**config.mk**
```make
export PLATFORM = sky130hd
export DESIGN_NAME = fdwf_prep
export DESIGN_NICKNAME = d
export VERILOG_FILES = /design/src/hw/rtl/floor_divider_with_flags_top_assert.svh /design/src/hw/rtl/fdwf_pkg.sv /design/src/hw/rtl/fdwf_prep.sv
export SDC_FILE = /design/constraint.sdc
export NUM_CORES = 1
export LEC_CHECK = 0
export BUFFER_PORTS_ARGS = -buffer_cell sky130_fd_sc_hd__buf_2
export CAP_MARGIN = 30
export CORE_ASPECT_RATIO = 1.4
export CORE_UTILIZATION = 30
export CTS_CLUSTER_DIAMETER = 50
export DETAILED_ROUTE_END_ITERATION = 10
export REMOVE_ABC_BUFFERS = 1
export SLEW_MARGIN = 5
export SYNTH_ARGS = -nofsm -noshare
export SYNTH_HDL_FRONTEND = slang
export SYNTH_SLANG_ARGS = --single-unit
```
**constraint.sdc**
```tcl
create_clock -name clock -period 6.1 [get_ports clock]
set_input_delay 1.22 -clock clock [delete_from_list [all_inputs] [get_ports clock]]
set_output_delay 1.22 -clock clock [all_outputs]
set_load 0.005 [all_outputs]
```
**src/hw/rtl/floor_divider_with_flags_top_assert.svh**
```systemverilog
// ============================================================================
// Floor divider assertion macros
// Shared concurrent assertion forms for the floor divider.
// ============================================================================
`ifndef FLOOR_DIVIDER_WITH_FLAGS_TOP_ASSERT_SVH
`define FLOOR_DIVIDER_WITH_FLAGS_TOP_ASSERT_SVH

// same-cycle implication
`define FDWF_ASSERT_NOW(label, clk, rst, ante, cons) \
   label: assert property (@(posedge clk) disable iff (rst) (ante) |-> (cons)) \
      else $error("floor divider assertion failed");

// next-cycle implication
`define FDWF_ASSERT_NEXT(label, clk, rst, ante, cons) \
   label: assert property (@(posedge clk) disable iff (rst) (ante) |=> (cons)) \
      else $error("floor divider assertion failed");

`endif

```
**src/hw/rtl/fdwf_pkg.sv**
```systemverilog
// ============================================================================
// Floor divider package
// Shared constants and the control bundle that travels down the pipeline.
// ============================================================================
`timescale 1ns / 1ps
`default_nettype none

package fdwf_pkg;

   localparam int DATA_BITS     = 32;
   localparam int WIDTH_DEFAULT = 32;

   typedef struct packed {
      logic neg;
      logic dbz;
      logic ovf;
      logic last;
   } ctrl_type;

endpackage

`default_nettype wire

```
**src/hw/rtl/fdwf_prep.sv**
```systemverilog
// ============================================================================
// Floor divider operand stage
// Decodes signs, takes magnitudes and flags the special cases.
// ============================================================================
`timescale 1ns / 1ps
`default_nettype none

module fdwf_prep #(
   parameter int WIDTH = fdwf_pkg::WIDTH_DEFAULT
) (
   input  wire logic                           clock,
   input  wire logic                           reset,
   input  wire logic                           signed_mode,
   input  wire logic                           in_valid,
   output logic                                in_stall,
   input  wire logic [fdwf_pkg::DATA_BITS-1:0] in_dividend,
   input  wire logic [fdwf_pkg::DATA_BITS-1:0] in_divisor,
   input  wire logic                           in_last,
   output logic                                out_valid,
   input  wire logic                           out_stall,
   output logic [WIDTH-1:0]                    out_quo,
   output logic [WIDTH-1:0]                    out_div,
   output fdwf_pkg::ctrl_type                  out_ctrl
);

   localparam logic [WIDTH-1:0] SIGN_BIT = {1'b1, {(WIDTH-1){1'b0}}};

   logic [WIDTH-1:0]   a;
   logic [WIDTH-1:0]   b;
   logic               na;
   logic               nb;
   logic               load;
   logic               valid_ff;
   logic               valid_in;
   logic [WIDTH-1:0]   quo_ff;
   logic [WIDTH-1:0]   quo_in;
   logic [WIDTH-1:0]   div_ff;
   logic [WIDTH-1:0]   div_in;
   fdwf_pkg::ctrl_type ctrl_ff;
   fdwf_pkg::ctrl_type ctrl_in;

   assign in_stall = valid_ff & out_stall;
   assign load     = in_valid & ~in_stall;

   always_comb begin
      a            = WIDTH'(in_dividend);
      b            = WIDTH'(in_divisor);
      na           = signed_mode & a[WIDTH-1];
      nb           = signed_mode & b[WIDTH-1];
      quo_in       = na ? ('0 - a) : a;
      div_in       = nb ? ('0 - b) : b;
      ctrl_in.neg  = na ^ nb;
      ctrl_in.dbz  = (b == '0);
      ctrl_in.ovf  = signed_mode & (a == SIGN_BIT) & (b == '1);
      ctrl_in.last = in_last;
      valid_in     = in_stall ? valid_ff : in_valid;
   end

   always_ff @(posedge clock) begin
      if (reset) begin
         valid_ff <= 1'b0;
      end else begin
         valid_ff <= valid_in;
      end
   end

   always_ff @(posedge clock) begin
      if (load) begin
         quo_ff  <= quo_in;
         div_ff  <= div_in;
         ctrl_ff <= ctrl_in;
      end
   end

   assign out_valid = valid_ff;
   assign out_quo   = quo_ff;
   assign out_div   = div_ff;
   assign out_ctrl  = ctrl_ff;

endmodule

`default_nettype wire

```
==> flow_results.org <==
** Finish
- Filler-free cell count of the finished design :: 585
- Most used cells in the layout excluding fill and tap cells :: sky130_fd_sc_hd__buf_2, sky130_fd_sc_hd__edfxtp_1, sky130_fd_sc_hd__xnor2_1
- Flip-flop and latch area :: ~2100 um2
- The multi-input combinational cells in the finished layout cover a total of around 1500 um2.
- Ratio of cells with drive above 1 in the final layout :: 36.51%
- The library cell used most frequently in the layout, excluding fill and tap cells, is sky130_fd_sc_hd__buf_2.
- Antenna diode instance count :: 0
- # nets final :: 509
- Fill cells in the final layout number between 1000 and 1500.
- Layout overhead on the synthesized area :: 31.75%

** Floorplan
- Number of top-level design ports :: 140
- Core Footprint :: about 11000 um2
- Number of rows in the core area :: 46
- Initial core utilization :: approximately 31%
- From bottom edge to top edge, the die measures 131.2 um.
- The die covers 12380 um2.
- Die X-Extent :: 94.31 um

** Setup path
- STA classifies the critical path startpoint as an input port.
- Of all nets on the critical path, the largest fanout is 36.
- STA puts the critical path data arrival time at 2.86 ns.
- The critical path is of the in -> reg type.
- Crit path largest cell delay :: 0.74 ns
- The slowest stage of the critical path belongs to the cell sky130_fd_sc_hd__nor2b_4.
- Cell-by-cell listing of the critical path :: buf_2 -> and2_1 -> nor2b_4 -> buf_4
- STA puts the critical path data required time at 6.07 ns.
- Cell class contributing the biggest share of worst-path delay :: simple AND/OR/NAND/NOR gates
- Buffers and inverters on the worst path :: 2
- The worst setup path is captured at a flip-flop.

** Timing
- Of the available clock period, the critical path in the final layout requires 47.43%.
- The count of pins over their slew limit was 0.
- Final worst clock skew :: 0.002526 ns
- Setup repair after global routing left no endpoint under its margin.
- For this run, the top clock speed supported by timing is approximately 0.35 GHz.
- After layout, the minimum clock period comes to between 2 and 3 ns.
- Relative slew slack :: 37.56%
- At the pin with the least slew margin, the transition time is 0.9347 ns.
- The number of hold-slack violations in the final timing report is 0.
- Adding up every negative setup slack in the final design gives 0 ns.
- Setup violations remaining at the end of the flow were counted as 0.

** Logic synthesis
- Arithmetic-cell share of the synthesized area counting full adders, half adders and majority gates :: 1.049%
- Largest family of logic cells by synthesized area :: simple AND/OR/NAND/NOR gates
- Number of warnings reported in the yosys synthesis log :: 0
- Counting flops and latches in the post-synthesis netlist gives between 60 and 70.
- In the synthesized netlist, mux cells make up 0% of the area.
- Yosys mapped a number of flops with a built-in enable equal to 68.
- The synthesized netlist devotes 14.65% of its cell area to simple gates.
- The synthesized netlist devotes 14.44% of its cell area to XOR and XNOR gates.
- For this run, the leading register cell type out of synthesis is sky130_fd_sc_hd__edfxtp_1.
- After synthesis, the netlist uses 37 different library cells.
- The synthesized netlist occupies a cell area of 3578 um2.
- Synthesized-area fraction occupied by ao, oa, aoi and oai cells :: 10.70%
- Async set-reset flop share out of synthesis :: 0%
- After synthesis, the mean cell area works out to 12.25 um2.
- Summing the sequential cell areas from Yosys gives 57.62% of the chip area.
- Syn Inst Count :: 292

** Route
- Post-detailed-route count of antenna-violating nets :: 0
- Across all layers, the routed design uses ~2900 vias.
- For this run, design rule violations remaining after detail routing come to 0.
- The detailed router finished its first iteration with 99 violations.
- After detailed routing, the number of vias per cell comes to 4.968.
- First drt pass iteration count :: 4
- Dividing the detail-routed wire length by the instance count gives 15.94 um.
- Routed WL :: ~9.3 mm

** Clock tree
- In this run, post-CTS hold repair placed 0 buffers.
- The H-tree was split into 3 levels.
- TritonCTS buffer count :: 9
- After clock tree synthesis, the repair step resized 0 gates.
- Worst-skew pair later-pin latency :: 0.33 ns
- TritonCTS built the clock tree.
- Max Buffers Root-to-Sink :: 2
- In this run the clock root is driven by a sky130_fd_sc_hd__clkbuf_16.
- Total clock sinks :: 69
- Clock-pin slew on the worst setup and hold paths :: about 0.050 ns
- The number of setup buffers added after CTS is 0.

** Placed design
- Counting tap cells, the placed design contains a total of 568 instances.
- HPWL after detailed placement :: 7.245 mm
- Buffers placed on the I/O ports in this run total 139.
- At the end of routability-driven placement, the weighted congestion stood at 0.7939.

** Power
- In this run the static leakage power is ~1.8 nW.
- Switching power of the nets :: 0.0002855 W
- Fraction of power consumed by combinational cells :: 13.9%
- The worst-case IR drop observed on VDD is 0.1288 mV.
- Per report_power, the clock group accounts for 38.5% of the total.
- Power per cell area :: 257.8 nW/um2
- Switching share of power :: about a quarter
- Power Internal :: 0.0009298 W
- Per report_power, the sequential group accounts for 47.7% of the total.

** Global routing
- Across every metal layer, demand over resource in global routing totals 15.56%.
- GR Overflow Total :: 0
- Wire length of the first global-routing pass :: 14.72 mm
- Entering global routing, the biggest net connects 37 pins.
- The initial antenna violation count was 0.
- Number of global-route vias before repair :: approximately 3000

** Worst hold path
- The path class of the tightest hold or removal check is reg -> reg.

** Outcome
- The run finished with clean final reports.

** Job
- Max-capacitance violation count :: 0
sequential cells by signal (all words and copies together) (netlist names):
name,cells
out_valid,1
out_div,32
out_ctrl,4
out_quo,32
power by group through the flow:
stage	combinational, W	sequential, W	clock, W
2_1_floorplan	0.0000663	0.000597	0
3_3_place_gp	0.000167	0.000589	0
3_5_place_dp	0.000170	0.000589	0
4_1_cts	0.000171	0.000580	0.000479
5_1_grt	0.000188	0.000583	0.000498
6_report	0.000169	0.000579	0.000468
area by class of cell:
cell class	count	area share, %
Multi-Input combinational cell	209	31.29
Clock inverter	2	0.2123
Inverter	6	0.4777
Tap cell	144	3.822
Clock buffer	14	5.387
Sequential cell	69	43.74
Timing Repair Buffer	141	15.07
through the flow:
stage	total power [W]	worst slack, ns	hold slack [ns]	util, %	area (um2)
6_report	0.001215	3.207	0.6605	41.16	4715
5_1_grt	0.001268	2.973	0.7165	41.16	4715
3_3_place_gp	0.0007561	2.876	0.6345	38.79	4443
3_5_place_dp	0.0007594	2.847	0.6605	38.79	4443
2_1_floorplan	0.0006630	1.157	0.6240	-	3546
4_1_cts	0.001230	3.189	0.6659	41.10	4707
synthesized netlist by cell type (all sizes together) (2+ instances only):
master   n  area [um2]
edfxtp  68        2042
or3      4       25.02
o21ai   13       65.06
nor3    10       50.05
nand3    2       10.01
clkbuf   5       18.77
xnor2   35       306.5
or4      8       60.06
o41ai    8       96.35
buf      3       13.76
inv      6       22.52
a21oi   10       50.05
nor4    11       81.32
nand4   13       81.33
nor2    20       75.07
o31ai   13       97.59
and2     7       43.79
a41oi    2       17.52
nor3b    2       15.01
ha       3       37.54
xor2    24       210.2
a31oi    5       31.28
nand2   11       41.29
worst paths after layout:
kind | startpoint | cells past startpoint | slack, ns | to
max | out_stall | 4 | 3.21 | out_div[27]
min reg2reg | out_valid | 3 | 0.66 | out_valid
min | out_valid | 3 | 0.66 | out_valid
max reg2reg | out_valid | 3 | 3.92 | out_div[27]
worst reg2reg max path: stages (launching register included):
cell                      delay [ns]
sky130_fd_sc_hd__dfxtp_1        0.30
sky130_fd_sc_hd__and2_1         0.18
sky130_fd_sc_hd__nor2b_4        0.74
sky130_fd_sc_hd__buf_4          0.60
routing by layer:
metal  track usage, %  vias to the layer above  wire [um]
met5                0                        -          0
met4            7.094                        0        184
met3            3.183                       14        590
met2            27.29                      109       4834
met1            17.68                     1369       3716
li1                 -                     1414          -
logic make-up after synthesis:
kind of cell / after synthesis
flip-flops: 69
AND/OR/NAND/NOR: 93
adder cells (fa/ha/maj): 3
AO/OA/AOI/OAI: 54
XOR/XNOR: 59
buffers and inverters: 14
Power figures use the tool's default switching activity.
