## config.mk

```make
export PLATFORM = sky130hd
export DESIGN_NAME = fdwf_fix
export DESIGN_NICKNAME = d
export VERILOG_FILES = /design/src/hw/rtl/floor_divider_with_flags_top_assert.svh /design/src/hw/rtl/fdwf_pkg.sv /design/src/hw/rtl/fdwf_fix.sv
export SDC_FILE = /design/constraint.sdc
export NUM_CORES = 1
export LEC_CHECK = 0
export BUFFER_PORTS_ARGS = -buffer_cell sky130_fd_sc_hd__buf_2
export CORE_ASPECT_RATIO = 1.5
export CORE_UTILIZATION = 47
export DETAILED_ROUTE_END_ITERATION = 8
export MAX_ROUTING_LAYER = met4
export PLACE_DENSITY = 0.81
export SETUP_SLACK_MARGIN = 0.1
export SYNTH_ARGS = -nofsm -noshare
export SYNTH_HDL_FRONTEND = slang
export SYNTH_SLANG_ARGS = --single-unit
```

## constraint.sdc

```tcl
create_clock -name clock -period 3.6 [get_ports clock]
set_clock_uncertainty 0.1 [all_clocks]
set_input_delay 0.18 -clock clock [delete_from_list [all_inputs] [get_ports clock]]
set_output_delay 0.18 -clock clock [all_outputs]
set_load 0.005 [all_outputs]
```

## src/hw/rtl/floor_divider_with_flags_top_assert.svh

```systemverilog
// ============================================================================
// Floor divider assertion macros
// Shared concurrent assertion forms for the floor divider.
// ============================================================================
`ifndef FLOOR_DIVIDER_WITH_FLAGS_TOP_ASSERT_SVH
`define FLOOR_DIVIDER_WITH_FLAGS_TOP_ASSERT_SVH

// same-cycle implication
`define FDWF_ASSERT_NOW(label, clk, rst, ante, cons) \
   label: assert property (@(posedge clk) disable iff (rst) (ante) |-> (cons)) \
      else $error("floor divider assertion failed");

// next-cycle implication
`define FDWF_ASSERT_NEXT(label, clk, rst, ante, cons) \
   label: assert property (@(posedge clk) disable iff (rst) (ante) |=> (cons)) \
      else $error("floor divider assertion failed");

`endif

```

## src/hw/rtl/fdwf_pkg.sv

```systemverilog
// ============================================================================
// Floor divider package
// Shared constants and the control bundle that travels down the pipeline.
// ============================================================================
`timescale 1ns / 1ps
`default_nettype none

package fdwf_pkg;

   localparam int DATA_BITS     = 32;
   localparam int WIDTH_DEFAULT = 32;

   typedef struct packed {
      logic neg;
      logic dbz;
      logic ovf;
      logic last;
   } ctrl_type;

endpackage

`default_nettype wire

```

## src/hw/rtl/fdwf_fix.sv

```systemverilog
// ============================================================================
// Floor divider result stage
// Applies sign and floor correction, special cases, and holds the response.
// ============================================================================
`timescale 1ns / 1ps
`default_nettype none

module fdwf_fix #(
   parameter int WIDTH = fdwf_pkg::WIDTH_DEFAULT
) (
   input  wire logic                           clock,
   input  wire logic                           reset,
   input  wire logic                           in_valid,
   output logic                                in_stall,
   input  wire logic [WIDTH-1:0]               in_rem,
   input  wire logic [WIDTH-1:0]               in_quo,
   input  wire fdwf_pkg::ctrl_type             in_ctrl,
   output logic                                out_valid,
   input  wire logic                           out_stall,
   output logic [fdwf_pkg::DATA_BITS-1:0]      out_quotient,
   output logic                                out_divide_by_zero,
   output logic                                out_overflowed,
   output logic                                out_last
);

   localparam logic [WIDTH-1:0] SIGN_BIT = {1'b1, {(WIDTH-1){1'b0}}};

   logic                               load;
   logic                               valid_ff;
   logic                               valid_in;
   logic [WIDTH-1:0]                   q;
   logic [fdwf_pkg::DATA_BITS-1:0]     quotient_ff;
   logic [fdwf_pkg::DATA_BITS-1:0]     quotient_in;
   logic                               dbz_ff;
   logic                               ovf_ff;
   logic                               last_ff;

   assign in_stall = valid_ff & out_stall;
   assign load     = in_valid & ~in_stall;

   // floor: -q when exact, -q-1 (= ~q) otherwise
   always_comb begin
      if (in_ctrl.dbz) begin
         q = '0;
      end else if (in_ctrl.ovf) begin
         q = SIGN_BIT;
      end else if (in_ctrl.neg) begin
         q = (in_rem != '0) ? ~in_quo : ('0 - in_quo);
      end else begin
         q = in_quo;
      end
      quotient_in = fdwf_pkg::DATA_BITS'(q);
      valid_in    = in_stall ? valid_ff : in_valid;
   end

   always_ff @(posedge clock) begin
      if (reset) begin
         valid_ff <= 1'b0;
      end else begin
         valid_ff <= valid_in;
      end
   end

   always_ff @(posedge clock) begin
      if (load) begin
         quotient_ff <= quotient_in;
         dbz_ff      <= in_ctrl.dbz;
         ovf_ff      <= in_ctrl.ovf & ~in_ctrl.dbz;
         last_ff     <= in_ctrl.last;
      end
   end

   assign out_valid          = valid_ff;
   assign out_quotient       = quotient_ff;
   assign out_divide_by_zero = dbz_ff;
   assign out_overflowed     = ovf_ff;
   assign out_last           = last_ff;

endmodule

`default_nettype wire
```

==> run summary, run 1 <==
cell taking the most area after synthesis -> edfxtp_1
post-CTS setup repair buffer count -> 0
Compound-Gate Fraction of Synth Area -> 13.5%
die area -> 5340 sq um
sequential area share after synthesis -> 45.2%
total of max-cap violations -> 0
total track usage -> 24.8%
area post-placement -> 2950 sq um
CTS tree -> built
DRC -> 0
fin crit period -> 2010 ps
crit-path max FO -> 5
worst-margin pin slew -> 1080 ps
initial antenna violation count -> 0
via count -> 2255
Pwr Density -> 315 nW/um^2
first-pass iteration count of the detailed router -> 4
asr flop ratio synth -> 0%
Main synth FF type -> edfxtp_1
First DRT Iteration DRCs -> 109
crit path launch type -> primary input
CP peak stage delay -> 510 ps
Slew Limit Headroom -> 27.7%
FMAX -> 496 MHz
library cells used by synthesis -> 44
Ports -> 109
clock tree buffer depth -> 2
CTS buffer count -> 5
Core Area -> 4850 sq um
largest net degree at the start of global routing -> 36
Pleak -> 1.25 nW
Initial Utilization -> 48.9%
Synth area leaders -> edfxtp_1 (44%), xor2_1 (5.2%), mux2i_1 (4.6%)
outcome -> complete, no violations
GRT overflow -> 0
arrival time at the worst endpoint -> 2010 ps
WL per Instance -> 15.0 um
remaining antenna violation count after routing -> 0
vias in the first global route -> 2061
Post-Synth Adder-Cell Area -> 0.528%
syn nets -> 302
Yosys top cell area share -> 44.4%
Critical-path top delay cell -> nor4_2
RD Place Congestion -> 0.841
fin crit share -> 56.0%
Skew-Pair Late Insertion Delay -> 280 ps
multiplexer area fraction after synthesis -> 4.65%
DP HPWL -> 4340 um
total negative slack -> 0 ps
first-pass GRT wire length -> 9760 um
most frequent cells in the layout -> buf_2 (108), edfxtp_1 (35), nor2_1 (23), or3_1 (17), nand2_1 (15)
die height -> 89.0 um
pre-CTS setup slack -> 1360 ps
Multi-input gate area -> 1230 sq um
fillcell total -> 404
Synth Instances -> 229
port buffer count -> 108
Post-synth EDFFs -> 35
Via density -> 5.62
largest family of logic cells by synthesized area -> simple AND/OR/NAND/NOR gates
most common cell after layout, fill and taps aside -> buf_2
drt total wl -> 6030 um
Max Slew Vio Count -> 0
Syn. warnings -> 0
syn_area_per_cell -> 10.3 sq um
Hold WC Path Type -> primary input to flip-flop
Synth Area in XOR/XNOR -> 5.54%
die outline width -> 60.0 um
clock root buffer -> clkbuf_8
hold buffer count at CTS -> 2
antenna cells -> 0
worst path required time -> 3600 ps
worst setup margin -> 1590 ps
share of layout cells above drive strength 1 -> 39.4%
crit end category -> flip-flop
Worst VDD drop -> 0.000194 V
sequential cell area -> 1070 sq um
unrepaired setup endpoints after global routing -> no
worst path cell trace -> buf_2, nor4_2, nand2_1, nor4_1, a21oi_2, a2111oi_2
H-tree levels -> 2
final net count -> 407
Reg clk slew, reported paths -> 70 ps
register bit count reported by yosys -> 36
simple-gate share of the synthesized area -> 27.2%
final setup fails -> 0
Post-Syn Area -> 2370 sq um
final count of hold timing violations -> 0
synthesis-to-finish area growth -> 28.8%
clk sinks -> 36
post-cts resize count -> 0
Setup CP Type -> primary input to flip-flop
Rows -> 31
Final Instance Area -> 3050 sq um
cells by family after synthesis:
logic type | after synthesis
adders and majority gates | 1
and+or+nand+nor | 110
muxes | 11
xor gates and xnor gates | 15
buffers and inverters | 18
AOI/OAI and AO/OA | 38
DFF | 36
worst paths after layout:
path	slack, ps	end	startpoint	cells past startpoint
min reg2reg	560	out_valid	out_valid	3
min	50	out_valid	in_valid	3
max reg2reg	1850	out_quotient[3]	out_valid	2
max	1590	out_quotient[31]	in_quo[18]	6
worst max-delay path, delay by kind of cell:
family          cells  cell delay (ps)
buf+inv             1              120
simple gates        3             1310
compound gates      2              400
flip-flops by register name, indices dropped and copies added, names as in the netlist:
signal	cells
out_divide_by_zero	1
out_last	1
out_overflowed	1
out_quotient	32
out_valid	1
stage by stage:
stage | instances | hold slack [ps] | power, W | utilization (%)
after global placement | 391 | 237 | 0.000684 | 60.9
after global routing | 401 | 60.4 | 0.000998 | 63.0
after detailed placement | 391 | 246 | 0.000689 | 60.9
after CTS | 401 | 46.1 | 0.000962 | 63.0
after floorplan | 229 | 152 | 0.000592 | -
final | 401 | 53.4 | 0.000960 | 63.0
cells in the mapped netlist, types with 4 or more instances:
| master | count |
|---|---|
| edfxtp_1 | 35 |
| nor2_1 | 23 |
| or3_1 | 17 |
| nand2_1 | 15 |
| nor4_1 | 14 |
| xor2_1 | 14 |
| mux2i_1 | 11 |
| clkbuf_1 | 8 |
| o41ai_1 | 8 |
| a21oi_1 | 7 |
| o21ai_0 | 7 |
| nand4_1 | 6 |
| o31ai_1 | 6 |
| nor3_1 | 5 |
| or4_1 | 5 |
| inv_1 | 4 |
final cells by class:
type                       count  share of cell area [%]
multi-input combinational    175                    40.2
timing repair buffer         112                    18.9
clock buffer                   7                    2.50
tap                           66                    2.70
clock inverter                 1                   0.164
sequential                    36                    35.1
inverter                       4                   0.492
report_power, final:
| group | leakage (nW) | switching (W) | total, W | internal [W] |
|---|---|---|---|---|
| logic | 0.849 | 0.000101 | 0.000183 | 0.0000825 |
| registers | 0.357 | 0.00000615 | 0.000499 | 0.000493 |
| clock network | 0.0422 | 0.000142 | 0.000277 | 0.000136 |
| total | 1.25 | 0.000249 | 0.000960 | 0.000711 |
metal layers:
metal	share of wire (%)	global-route usage, %
met1	40	30.9
met2	52	40.0
met5	0	-
met3	5.1	3.62
met4	2.9	9.73
No activity file was read; power rests on OpenSTA's default activity.
==> run 2: changes to the inputs <==
- clock period: 3.6 -> 1.98 ns (I/O delays scaled with it)
==> run 2 against run 1 <==
Register-to-register slack got worse by 1300 ps. Via count rose by 5.2%. Die area did not move. Count of clock-buffer cells in the layout fell by 2. Highest routed layer unchanged. Non-clock buffer count rose by 29.
==> run summary, run 2 (synthesis gave the netlist of run 1 again) <==
outcome -> complete, no violations
initial antenna violation count -> 0 (unchanged)
clock root buffer -> clkbuf_8
Via density -> 5.52 (-1.9%)
Pwr Density -> 538 nW/um^2 (+71%)
unrepaired setup endpoints after global routing -> yes
Largest register FFs -> 32 (unchanged)
CP peak stage delay -> 650 ps (+140 ps)
Critical-path top delay cell -> or4_1
port buffer count -> 108 (unchanged)
die area -> 5340 sq um (unchanged)
clock tree buffer depth -> 2 (unchanged)
worst setup margin -> 197 ps (-1390 ps)
GRT overflow -> 0 (unchanged)
final net count -> 436 (+7.1%)
Slew Limit Headroom -> 57.0% (+29 points)
met1 Use GR -> 29.5% (-1.4 points)
worst-margin pin slew -> 643 ps (-438 ps)
Initial Utilization -> 48.9% (unchanged)
fin crit share -> 90.0%
Reg clk slew, reported paths -> 80 ps (about the same)
final setup fails -> 0 (unchanged)
Ports -> 109 (unchanged)
RD Place Congestion -> 0.924 (+9.9%)
total negative slack -> 0 ps (unchanged)
worst path cell trace -> buf_2, or4_1, buf_4, o41ai_1, xor2_1, nor2_1
DRC -> 0 (unchanged)
final count of hold timing violations -> 0 (unchanged)
die outline width -> 60.0 um (unchanged)
first-pass iteration count of the detailed router -> 4 (unchanged)
worst path required time -> 1930 ps (-1670 ps)
drt total wl -> 6550 um (+8.6%)
critical path's top delay family -> simple AND/OR/NAND/NOR gates
share of layout cells above drive strength 1 -> 46.7% (+7.3 points)
Hold WC Path Type -> primary input to flip-flop
vias in the first global route -> 2292 (+11%)
Pleak -> 1.41 nW (+13%)
Core Area -> 4850 sq um (unchanged)
fin crit period -> 1780 ps
die height -> 89.0 um (unchanged)
fillcell total -> 393 (-2.7%)
crit path launch type -> primary input
H-tree levels -> 2 (unchanged)
crit end category -> flip-flop
Setup CP Type -> primary input to flip-flop
WL per Instance -> 15.2 um (+1.3%)
synthesis-to-finish area growth -> 41.1%
CTS buffer count -> 5 (unchanged)
FMAX -> 561 MHz
Worst Hold Slack -> 70.3 ps (+16.8 ps)
CTS tree -> built
first-pass GRT wire length -> 10500 um (+7.2%)
First DRT Iteration DRCs -> 137 (+26%)
arrival time at the worst endpoint -> 1730 ps (-280 ps)
via count -> 2373 (+5.2%)
Rows -> 31 (unchanged)
met3 Use GR -> 4.92% (+1.3 points)
Max Slew Vio Count -> 0 (unchanged)
antenna cells -> 0 (unchanged)
Worst VDD drop -> 0.000341 V (+76%)
Skew-Pair Late Insertion Delay -> 280 ps (about the same)
met2 GRT Util -> 45.9% (+5.9 points)
DP HPWL -> 4850 um (+12%)
largest net degree at the start of global routing -> 36 (unchanged)
pre-CTS setup slack -> -82.3 ps (-1440 ps)
most frequent cells in the layout -> buf_2 (108), edfxtp_1 (35), buf_4 (29), nor2_1 (23), or3_1 (17)
clk sinks -> 36 (unchanged)
most common cell after layout, fill and taps aside -> buf_2
total power -> 0.00180 W (+87%)
total track usage -> 26.7% (+1.9 points)
remaining antenna violation count after routing -> 0 (unchanged)
GR peak layer -> met2
crit-path max FO -> 4 (-1)
CP bufs+invs -> 2 (+1)
total of max-cap violations -> 0 (unchanged)
-- run 2: cell types whose count changed in the layout (fill, tap and decap cells not counted), sizes merged --
cell         change
dlygate4sd3      +1
buf             +28
clkinv           +2
clkbuf           -2
-- run 2: path summary, 6_finish.rpt --
check | from | end | slack, ps | cells past startpoint
hold / removal | in_quo[9] | out_quotient[9] | 70 | 3
hold reg to reg | out_valid | out_quotient[23] | 860 | 3
setup reg to reg | out_valid | out_valid | 590 | 4
setup / recovery | in_quo[2] | out_quotient[7] | 200 | 6
-- run 2: per-stage QoR --
step	instances	util (%)	cell area, sq um
final	430	69.0	3340
after global routing	430	69.0	3340
after CTS	430	68.7	3330
after detailed placement	419	66.3	3210
after global placement	419	66.3	3210
after floorplan	229	-	2420
-- run 2: final cells by class --
cell class | instances | area [sq um] | area share [%]
flip-flops and latches | 36 | 1070 | 32.0
repair buffers | 141 | 808 | 24.2
clock buffers | 5 | 68.8 | 2.06
well taps | 66 | 82.6 | 2.47
multi-input cells | 175 | 1280 | 38.2
inverters | 4 | 15.0 | 0.449
clock inverters | 3 | 18.8 | 0.561
-- run 2: timing repair --
item                                    4_1_cts  5_1_grt
hold buffers                                  3        0
setup buffers                                 0        0
hold endpoints to repair                      2        0
gates resized for setup                       0        2
endpoints found under the setup margin        0        4
-- run 2: routing by layer --
| layer | wire length (um) | share of wire [%] |
|---|---|---|
| met4 | 187 | 2.9 |
| met2 | 3600 | 55 |
| met5 | 0 | 0 |
| met1 | 2510 | 38 |
| met3 | 251 | 3.8 |
-- run 2: worst min-delay path: cells and delay by family --
kind / cells / cell delay [ps]
XOR/XNOR: 1 / 60
buffers and inverters: 1 / 110
AND/OR/NAND/NOR: 1 / 70
-- run 2: power breakdown --
part           internal [W]  leakage (nW)  switching (W)
clock              0.000245        0.0479       0.000274
sequential         0.000895         0.357      0.0000123
combinational      0.000178          1.00       0.000195
total               0.00132          1.41       0.000481
