**config.mk**
```make
export PLATFORM = sky130hd
export DESIGN_NAME = fdwf_step
export DESIGN_NICKNAME = d
export VERILOG_FILES = /design/src/hw/rtl/floor_divider_with_flags_top_assert.svh /design/src/hw/rtl/fdwf_pkg.sv /design/src/hw/rtl/fdwf_step.sv
export SDC_FILE = /design/constraint.sdc
export NUM_CORES = 1
export LEC_CHECK = 0
export ABC_CLOCK_PERIOD_IN_PS = 7350
export BUFFER_PORTS_ARGS = -buffer_cell sky130_fd_sc_hd__buf_2
export CAP_MARGIN = 20
export CORE_MARGIN = 2
export CORE_UTILIZATION = 51
export CTS_BUF_LIST = sky130_fd_sc_hd__clkbuf_8
export CTS_CLUSTER_SIZE = 28
export DETAILED_ROUTE_END_ITERATION = 12
export PLACE_DENSITY = 0.82
export RECOVER_POWER = 50
export SYNTH_ARGS = -nofsm -noshare
export SYNTH_HDL_FRONTEND = slang
export SYNTH_SLANG_ARGS = --single-unit
```
**constraint.sdc**
```tcl
create_clock -name clock -period 7.35 [get_ports clock]
set_input_delay 1.1025 -clock clock [delete_from_list [all_inputs] [get_ports clock]]
set_output_delay 1.1025 -clock clock [all_outputs]
set_load 0.01 [all_outputs]
```
**src/hw/rtl/floor_divider_with_flags_top_assert.svh**
```systemverilog
// ============================================================================
// Floor divider assertion macros
// Shared concurrent assertion forms for the floor divider.
// ============================================================================
`ifndef FLOOR_DIVIDER_WITH_FLAGS_TOP_ASSERT_SVH
`define FLOOR_DIVIDER_WITH_FLAGS_TOP_ASSERT_SVH

// same-cycle implication
`define FDWF_ASSERT_NOW(label, clk, rst, ante, cons) \
   label: assert property (@(posedge clk) disable iff (rst) (ante) |-> (cons)) \
      else $error("floor divider assertion failed");

// next-cycle implication
`define FDWF_ASSERT_NEXT(label, clk, rst, ante, cons) \
   label: assert property (@(posedge clk) disable iff (rst) (ante) |=> (cons)) \
      else $error("floor divider assertion failed");

`endif

```
**src/hw/rtl/fdwf_pkg.sv**
```systemverilog
// ============================================================================
// Floor divider package
// Shared constants and the control bundle that travels down the pipeline.
// ============================================================================
`timescale 1ns / 1ps
`default_nettype none

package fdwf_pkg;

   localparam int DATA_BITS     = 32;
   localparam int WIDTH_DEFAULT = 32;

   typedef struct packed {
      logic neg;
      logic dbz;
      logic ovf;
      logic last;
   } ctrl_type;

endpackage

`default_nettype wire

```
**src/hw/rtl/fdwf_step.sv**
```systemverilog
// ============================================================================
// Floor divider step stage
// One restoring division step: one quotient bit per stage.
// ============================================================================
`timescale 1ns / 1ps
`default_nettype none

module fdwf_step #(
   parameter int WIDTH = fdwf_pkg::WIDTH_DEFAULT
) (
   input  wire logic               clock,
   input  wire logic               reset,
   input  wire logic               in_valid,
   output logic                    in_stall,
   input  wire logic [WIDTH-1:0]   in_rem,
   input  wire logic [WIDTH-1:0]   in_quo,
   input  wire logic [WIDTH-1:0]   in_div,
   input  wire fdwf_pkg::ctrl_type in_ctrl,
   output logic                    out_valid,
   input  wire logic               out_stall,
   output logic [WIDTH-1:0]        out_rem,
   output logic [WIDTH-1:0]        out_quo,
   output logic [WIDTH-1:0]        out_div,
   output fdwf_pkg::ctrl_type      out_ctrl
);

   logic [WIDTH:0]     partial;
   logic [WIDTH:0]     diff;
   logic               fits;
   logic               load;
   logic               valid_ff;
   logic               valid_in;
   logic [WIDTH-1:0]   rem_ff;
   logic [WIDTH-1:0]   rem_in;
   logic [WIDTH-1:0]   quo_ff;
   logic [WIDTH-1:0]   quo_in;
   logic [WIDTH-1:0]   div_ff;
   fdwf_pkg::ctrl_type ctrl_ff;

   assign in_stall = valid_ff & out_stall;
   assign load     = in_valid & ~in_stall;

   always_comb begin
      partial  = {in_rem, in_quo[WIDTH-1]};
      diff     = partial - {1'b0, in_div};
      fits     = ~diff[WIDTH];
      rem_in   = fits ? diff[WIDTH-1:0] : partial[WIDTH-1:0];
      quo_in   = {in_quo[WIDTH-2:0], fits};
      valid_in = in_stall ? valid_ff : in_valid;
   end

   always_ff @(posedge clock) begin
      if (reset) begin
         valid_ff <= 1'b0;
      end else begin
         valid_ff <= valid_in;
      end
   end

   always_ff @(posedge clock) begin
      if (load) begin
         rem_ff  <= rem_in;
         quo_ff  <= quo_in;
         div_ff  <= in_div;
         ctrl_ff <= in_ctrl;
      end
   end

   assign out_valid = valid_ff;
   assign out_rem   = rem_ff;
   assign out_quo   = quo_ff;
   assign out_div   = div_ff;
   assign out_ctrl  = ctrl_ff;

endmodule

`default_nettype wire

```
==> impl_results.html <==
<table>
<tr><th>Metric</th><th>Value</th></tr>
<tr><th colspan="2">Status</th></tr>
<tr><td>Outcome</td><td>finished, violations left</td></tr>
<tr><td>Failing checks</td><td>capacitance limit, slew limit</td></tr>
<tr><th colspan="2">STA</th></tr>
<tr><td>Final Hold Violating Endpoints</td><td>0</td></tr>
<tr><td>Achievable frequency</td><td>0.234 GHz</td></tr>
<tr><td>Final period utilization</td><td>0.582</td></tr>
<tr><td>Total count of max-transition violations in the final report</td><td>45</td></tr>
<tr><td>Largest clock skew in the final design</td><td>0.00710 ns</td></tr>
<tr><td>Setup repair after global routing missed its margin</td><td>false</td></tr>
<tr><td>Measured slew at the worst slew-check pin</td><td>2.41 ns</td></tr>
<tr><td>Max-slew headroom</td><td>-0.604</td></tr>
<tr><td>Final TNS setup</td><td>0 ns</td></tr>
<tr><td>Final setup violation count</td><td>0</td></tr>
<tr><td>Final worst path period need</td><td>4.28 ns</td></tr>
<tr><th colspan="2">Synthesis</th></tr>
<tr><td>Async set-or-reset flop fraction in the synthesized netlist</td><td>0</td></tr>
<tr><td>Total nets after synthesis</td><td>599</td></tr>
<tr><td>Predominant post-synthesis flop cell</td><td>sky130_fd_sc_hd__edfxtp_1</td></tr>
<tr><td>Summed instance area of the synthesized netlist</td><td>0.00550 mm²</td></tr>
<tr><td>Sequential share of the synthesized area</td><td>0.549</td></tr>
<tr><td>Mean area per synthesized cell</td><td>11.9 µm²</td></tr>
<tr><td>Number of enable flip-flop cells after synthesis</td><td>100</td></tr>
<tr><td>Synthesized instance count</td><td>462</td></tr>
<tr><td>Yosys reg bits</td><td>101</td></tr>
<tr><td>Number of synthesis warnings</td><td>0</td></tr>
<tr><td>Synth unique cells</td><td>48</td></tr>
<tr><th colspan="2">Routing</th></tr>
<tr><td>First-pass DRT Iterations</td><td>5</td></tr>
<tr><td>WL per Instance</td><td>17.4 µm</td></tr>
<tr><td>Final WL</td><td>14000 µm</td></tr>
<tr><td>Number of vias per cell</td><td>5.45</td></tr>
<tr><td>Remaining antenna violation count after routing</td><td>0</td></tr>
<tr><td>DRC violations left</td><td>0</td></tr>
<tr><td>Total via count after detailed routing</td><td>4381</td></tr>
<tr><td>Starting DRC count in detailed routing</td><td>239</td></tr>
<tr><th colspan="2">CTS</th></tr>
<tr><td>CTS root buffer</td><td>sky130_fd_sc_hd__clkbuf_8</td></tr>
<tr><td>Number of clock buffers inserted by TritonCTS</td><td>9</td></tr>
<tr><td>Post-cts hold buffer count</td><td>0</td></tr>
<tr><td>Clock transition at the registers of the reported paths</td><td>0.10 ns</td></tr>
<tr><td>Clock tree from TritonCTS</td><td>built</td></tr>
<tr><td>Post-CTS Setup Repair Bufs</td><td>0</td></tr>
<tr><td>Number of clock sinks</td><td>101</td></tr>
<tr><td>Count of cells resized by post-cts repair</td><td>0</td></tr>
<tr><td>Insertion delay to the later sink of the worst-skew pair</td><td>0.38 ns</td></tr>
<tr><td>Maximum buffer depth of the clock tree</td><td>2</td></tr>
<tr><td>H-tree level count</td><td>3</td></tr>
<tr><th colspan="2">Floorplan</th></tr>
<tr><td>Boundary pin count</td><td>206</td></tr>
<tr><td>Height of the die</td><td>108 µm</td></tr>
<tr><td>Placeable core region</td><td>0.0104 mm²</td></tr>
<tr><td>Starting density of the core</td><td>0.528</td></tr>
<tr><td>Die X-Extent</td><td>108 µm</td></tr>
<tr><td>Core Rows</td><td>37</td></tr>
<tr><td>Full die area</td><td>0.0116 mm²</td></tr>
<tr><th colspan="2">Place</th></tr>
<tr><td>Final Wtd Congestion</td><td>0.834</td></tr>
<tr><td>Half-perimeter wire length after detailed placement</td><td>10900 µm</td></tr>
<tr><td>Port bufs</td><td>205</td></tr>
<tr><th colspan="2">Final layout</th></tr>
<tr><td>Diodes inserted</td><td>0</td></tr>
<tr><td>Share of final-layout standard cells stronger than drive strength 1</td><td>0.274</td></tr>
<tr><td>Layout net count</td><td>800</td></tr>
<tr><td>Area grow syn2layout</td><td>22.2%</td></tr>
<tr><td>Final core area utilization</td><td>0.646</td></tr>
<tr><th colspan="2">Worst setup path</th></tr>
<tr><td>Beginning of the worst register-to-register path</td><td>out_valid</td></tr>
<tr><td>Endpoint of the worst-slack reg-to-reg timing path</td><td>out_div[26]</td></tr>
<tr><td>Worst Setup Path Type</td><td>in -&gt; reg</td></tr>
<tr><td>Kind of start point of the critical path</td><td>primary input</td></tr>
<tr><td>Cell depth of the worst flop-to-flop path</td><td>3</td></tr>
<tr><td>Critical path arrival</td><td>4.42 ns</td></tr>
<tr><td>Startpoint of the most critical setup path</td><td>in_div[13]</td></tr>
<tr><td>Data required time of the worst path</td><td>7.49 ns</td></tr>
<tr><td>Type of destination of the critical path</td><td>register</td></tr>
<tr><td>Worst R2R Setup Slack</td><td>4.53 ns</td></tr>
<tr><td>Maximum fanout along the worst path</td><td>25</td></tr>
<tr><th colspan="2">GRT</th></tr>
<tr><td>First-pass GRT wire length</td><td>21300 µm</td></tr>
<tr><td>Antenna violations before repair</td><td>1</td></tr>
<tr><td>GRT Util Overall</td><td>0.238</td></tr>
<tr><td>Pin count of the biggest net entering global routing</td><td>57</td></tr>
<tr><td>Number of global-route vias before repair</td><td>4228</td></tr>
<tr><td>Congestion Overflow GR</td><td>0</td></tr>
<tr><th colspan="2">Hold path</th></tr>
<tr><td>Startpoint of the worst hold path</td><td>out_valid</td></tr>
<tr><td>Tightest Hold Check Type</td><td>reg -&gt; reg</td></tr>
<tr><td>Destination of the worst hold path</td><td>out_valid</td></tr>
<tr><td>Depth of the worst hold-timing path</td><td>3</td></tr>
<tr><th colspan="2">Power and ir drop</th></tr>
<tr><td>Maximum ir drop on the vdd rail</td><td>116 µV</td></tr>
<tr><td>Cell Pwr Density</td><td>208 mW/mm²</td></tr>
<tr><td>Static leakage</td><td>2.95 nW</td></tr>
<tr><th colspan="2">Run</th></tr>
<tr><td>Number of maximum-capacitance violations</td><td>1</td></tr>
</table>
==> area by class of cell <==
cell class	instances	area, µm²
Clock buffer	9	124
Fill cell	869	3690
Timing Repair Buffer	207	958
Sequential cell	101	3020
Inverter	39	146
Multi-Input combinational cell	305	2250
Clock inverter	7	50.0
Tap cell	136	170
==> layer usage <==
metal | wire length [µm] | part of all wire | vias to the layer above | GRT usage
met1 | 5710 | 0.41 | 2079 | 0.290
met5 | 13 | 0.00093 | - | 0
met2 | 7160 | 0.51 | 179 | 0.429
li1 | - | - | 2110 | -
met3 | 940 | 0.067 | 11 | 0.0521
met4 | 130 | 0.0093 | 2 | 0.0531
==> sequential cells by signal (all words and copies together) (netlist names) <==
| register | flops |
|---|---|
| out_valid | 1 |
| out_ctrl | 4 |
| out_rem | 32 |
| out_div | 32 |
| out_quo | 32 |
==> worst max-delay path, stage by stage <==
cell,delay (ns)
sky130_fd_sc_hd__clkbuf_1,0.11
sky130_fd_sc_hd__inv_1,0.06
sky130_fd_sc_hd__ha_1,0.36
sky130_fd_sc_hd__a21oi_2,0.26
sky130_fd_sc_hd__o211ai_1,0.15
sky130_fd_sc_hd__a221o_1,0.33
sky130_fd_sc_hd__a211o_1,0.30
sky130_fd_sc_hd__o21a_1,0.21
sky130_fd_sc_hd__o211ai_4,0.62
sky130_fd_sc_hd__inv_2,0.49
sky130_fd_sc_hd__mux2_4,0.41
==> power breakdown <==
part	internal [mW]	leakage [nW]	switching, mW
clock	0.124	0.0826	0.202
sequential	0.696	0.977	0.0114
combinational	0.156	1.90	0.208
total	0.976	2.95	0.422
==> cells in the mapped netlist, types with 2 or more instances <==
library cell                  n  area (µm²)
sky130_fd_sc_hd__nand2b_1     5        31.3
sky130_fd_sc_hd__o21a_1       4        30.0
sky130_fd_sc_hd__edfxtp_1   100        3000
sky130_fd_sc_hd__o2111ai_1    2        17.5
sky130_fd_sc_hd__o21ai_0     24         120
sky130_fd_sc_hd__nand2_1     44         165
sky130_fd_sc_hd__xor2_1      12         105
sky130_fd_sc_hd__nor2b_1      6        37.5
sky130_fd_sc_hd__a41o_1       2        20.0
sky130_fd_sc_hd__o31ai_1      5        37.5
sky130_fd_sc_hd__and3_1       5        31.3
sky130_fd_sc_hd__nand3_1     10        50.1
sky130_fd_sc_hd__a21oi_1     29         145
sky130_fd_sc_hd__clkbuf_1    14        52.6
sky130_fd_sc_hd__o211ai_1     8        60.1
sky130_fd_sc_hd__o21bai_1     6        45.0
sky130_fd_sc_hd__a211oi_1     5        37.5
sky130_fd_sc_hd__and4_1       2        17.5
sky130_fd_sc_hd__nor2_1      21        78.8
sky130_fd_sc_hd__buf_6        3        33.8
sky130_fd_sc_hd__a21boi_0     4        30.0
sky130_fd_sc_hd__nand4_1      6        37.5
sky130_fd_sc_hd__mux2_4      19         285
sky130_fd_sc_hd__o41ai_1      3        26.3
sky130_fd_sc_hd__inv_1       38         143
sky130_fd_sc_hd__a31oi_1      2        12.5
sky130_fd_sc_hd__a21o_1      16         120
sky130_fd_sc_hd__and2_1       3        18.8
sky130_fd_sc_hd__xnor2_1     12         105
sky130_fd_sc_hd__ha_1        32         400
sky130_fd_sc_hd__nor3_1       3        15.0
==> cells in the final DEF, fill, tap and decap left out, types with 10 or more instances in the layout <==
master | synthesis | layout
sky130_fd_sc_hd__nand2_1 | 44 | 44
sky130_fd_sc_hd__a21oi_1 | 29 | 29
sky130_fd_sc_hd__xor2_1 | 12 | 12
sky130_fd_sc_hd__a21o_1 | 16 | 16
sky130_fd_sc_hd__xnor2_1 | 12 | 12
sky130_fd_sc_hd__inv_1 | 38 | 39
sky130_fd_sc_hd__buf_2 | 0 | 142
sky130_fd_sc_hd__mux2_4 | 19 | 19
sky130_fd_sc_hd__ha_1 | 32 | 32
sky130_fd_sc_hd__nor2_1 | 21 | 21
sky130_fd_sc_hd__clkbuf_1 | 14 | 64
sky130_fd_sc_hd__edfxtp_1 | 100 | 100
sky130_fd_sc_hd__nand3_1 | 10 | 10
sky130_fd_sc_hd__o21ai_0 | 24 | 24
==> metrics by stage <==
step                worst slack, ns  std cells  hold WS (ns)  power [mW]  area [µm²]
global placement               2.81        788         0.667        1.08        6640
finish                         3.07        804         0.752        1.40        6730
detailed placement             2.70        788         0.701        1.09        6640
floorplan                      1.04        462         0.680       0.967        5500
global route                   2.92        804         0.786        1.47        6730
CTS                            3.09        804         0.718        1.41        6810
==> how the worst max path moves through the flow <==
stage,end,slack (ns),cells after the start
floorplan,out_ctrl[0],1.04,2
global placement,out_rem[25],2.81,11
detailed placement,out_rem[14],2.70,11
CTS,out_rem[14],3.09,11
global route,out_rem[17],2.92,11
finish,out_rem[22],3.07,11
==> cells by family after synthesis <==
| kind of cell | after synthesis | share of synthesized area |
|---|---|---|
| and+or+nand+nor | 110 | 0.0955 |
| xor gates and xnor gates | 24 | 0.0382 |
| AOI/OAI and AO/OA | 117 | 0.143 |
| muxes | 21 | 0.0557 |
| adders and majority gates | 33 | 0.0764 |
| buffers and inverters | 56 | 0.0423 |
| DFF | 101 | 0.549 |
Power figures use the tool's default switching activity.
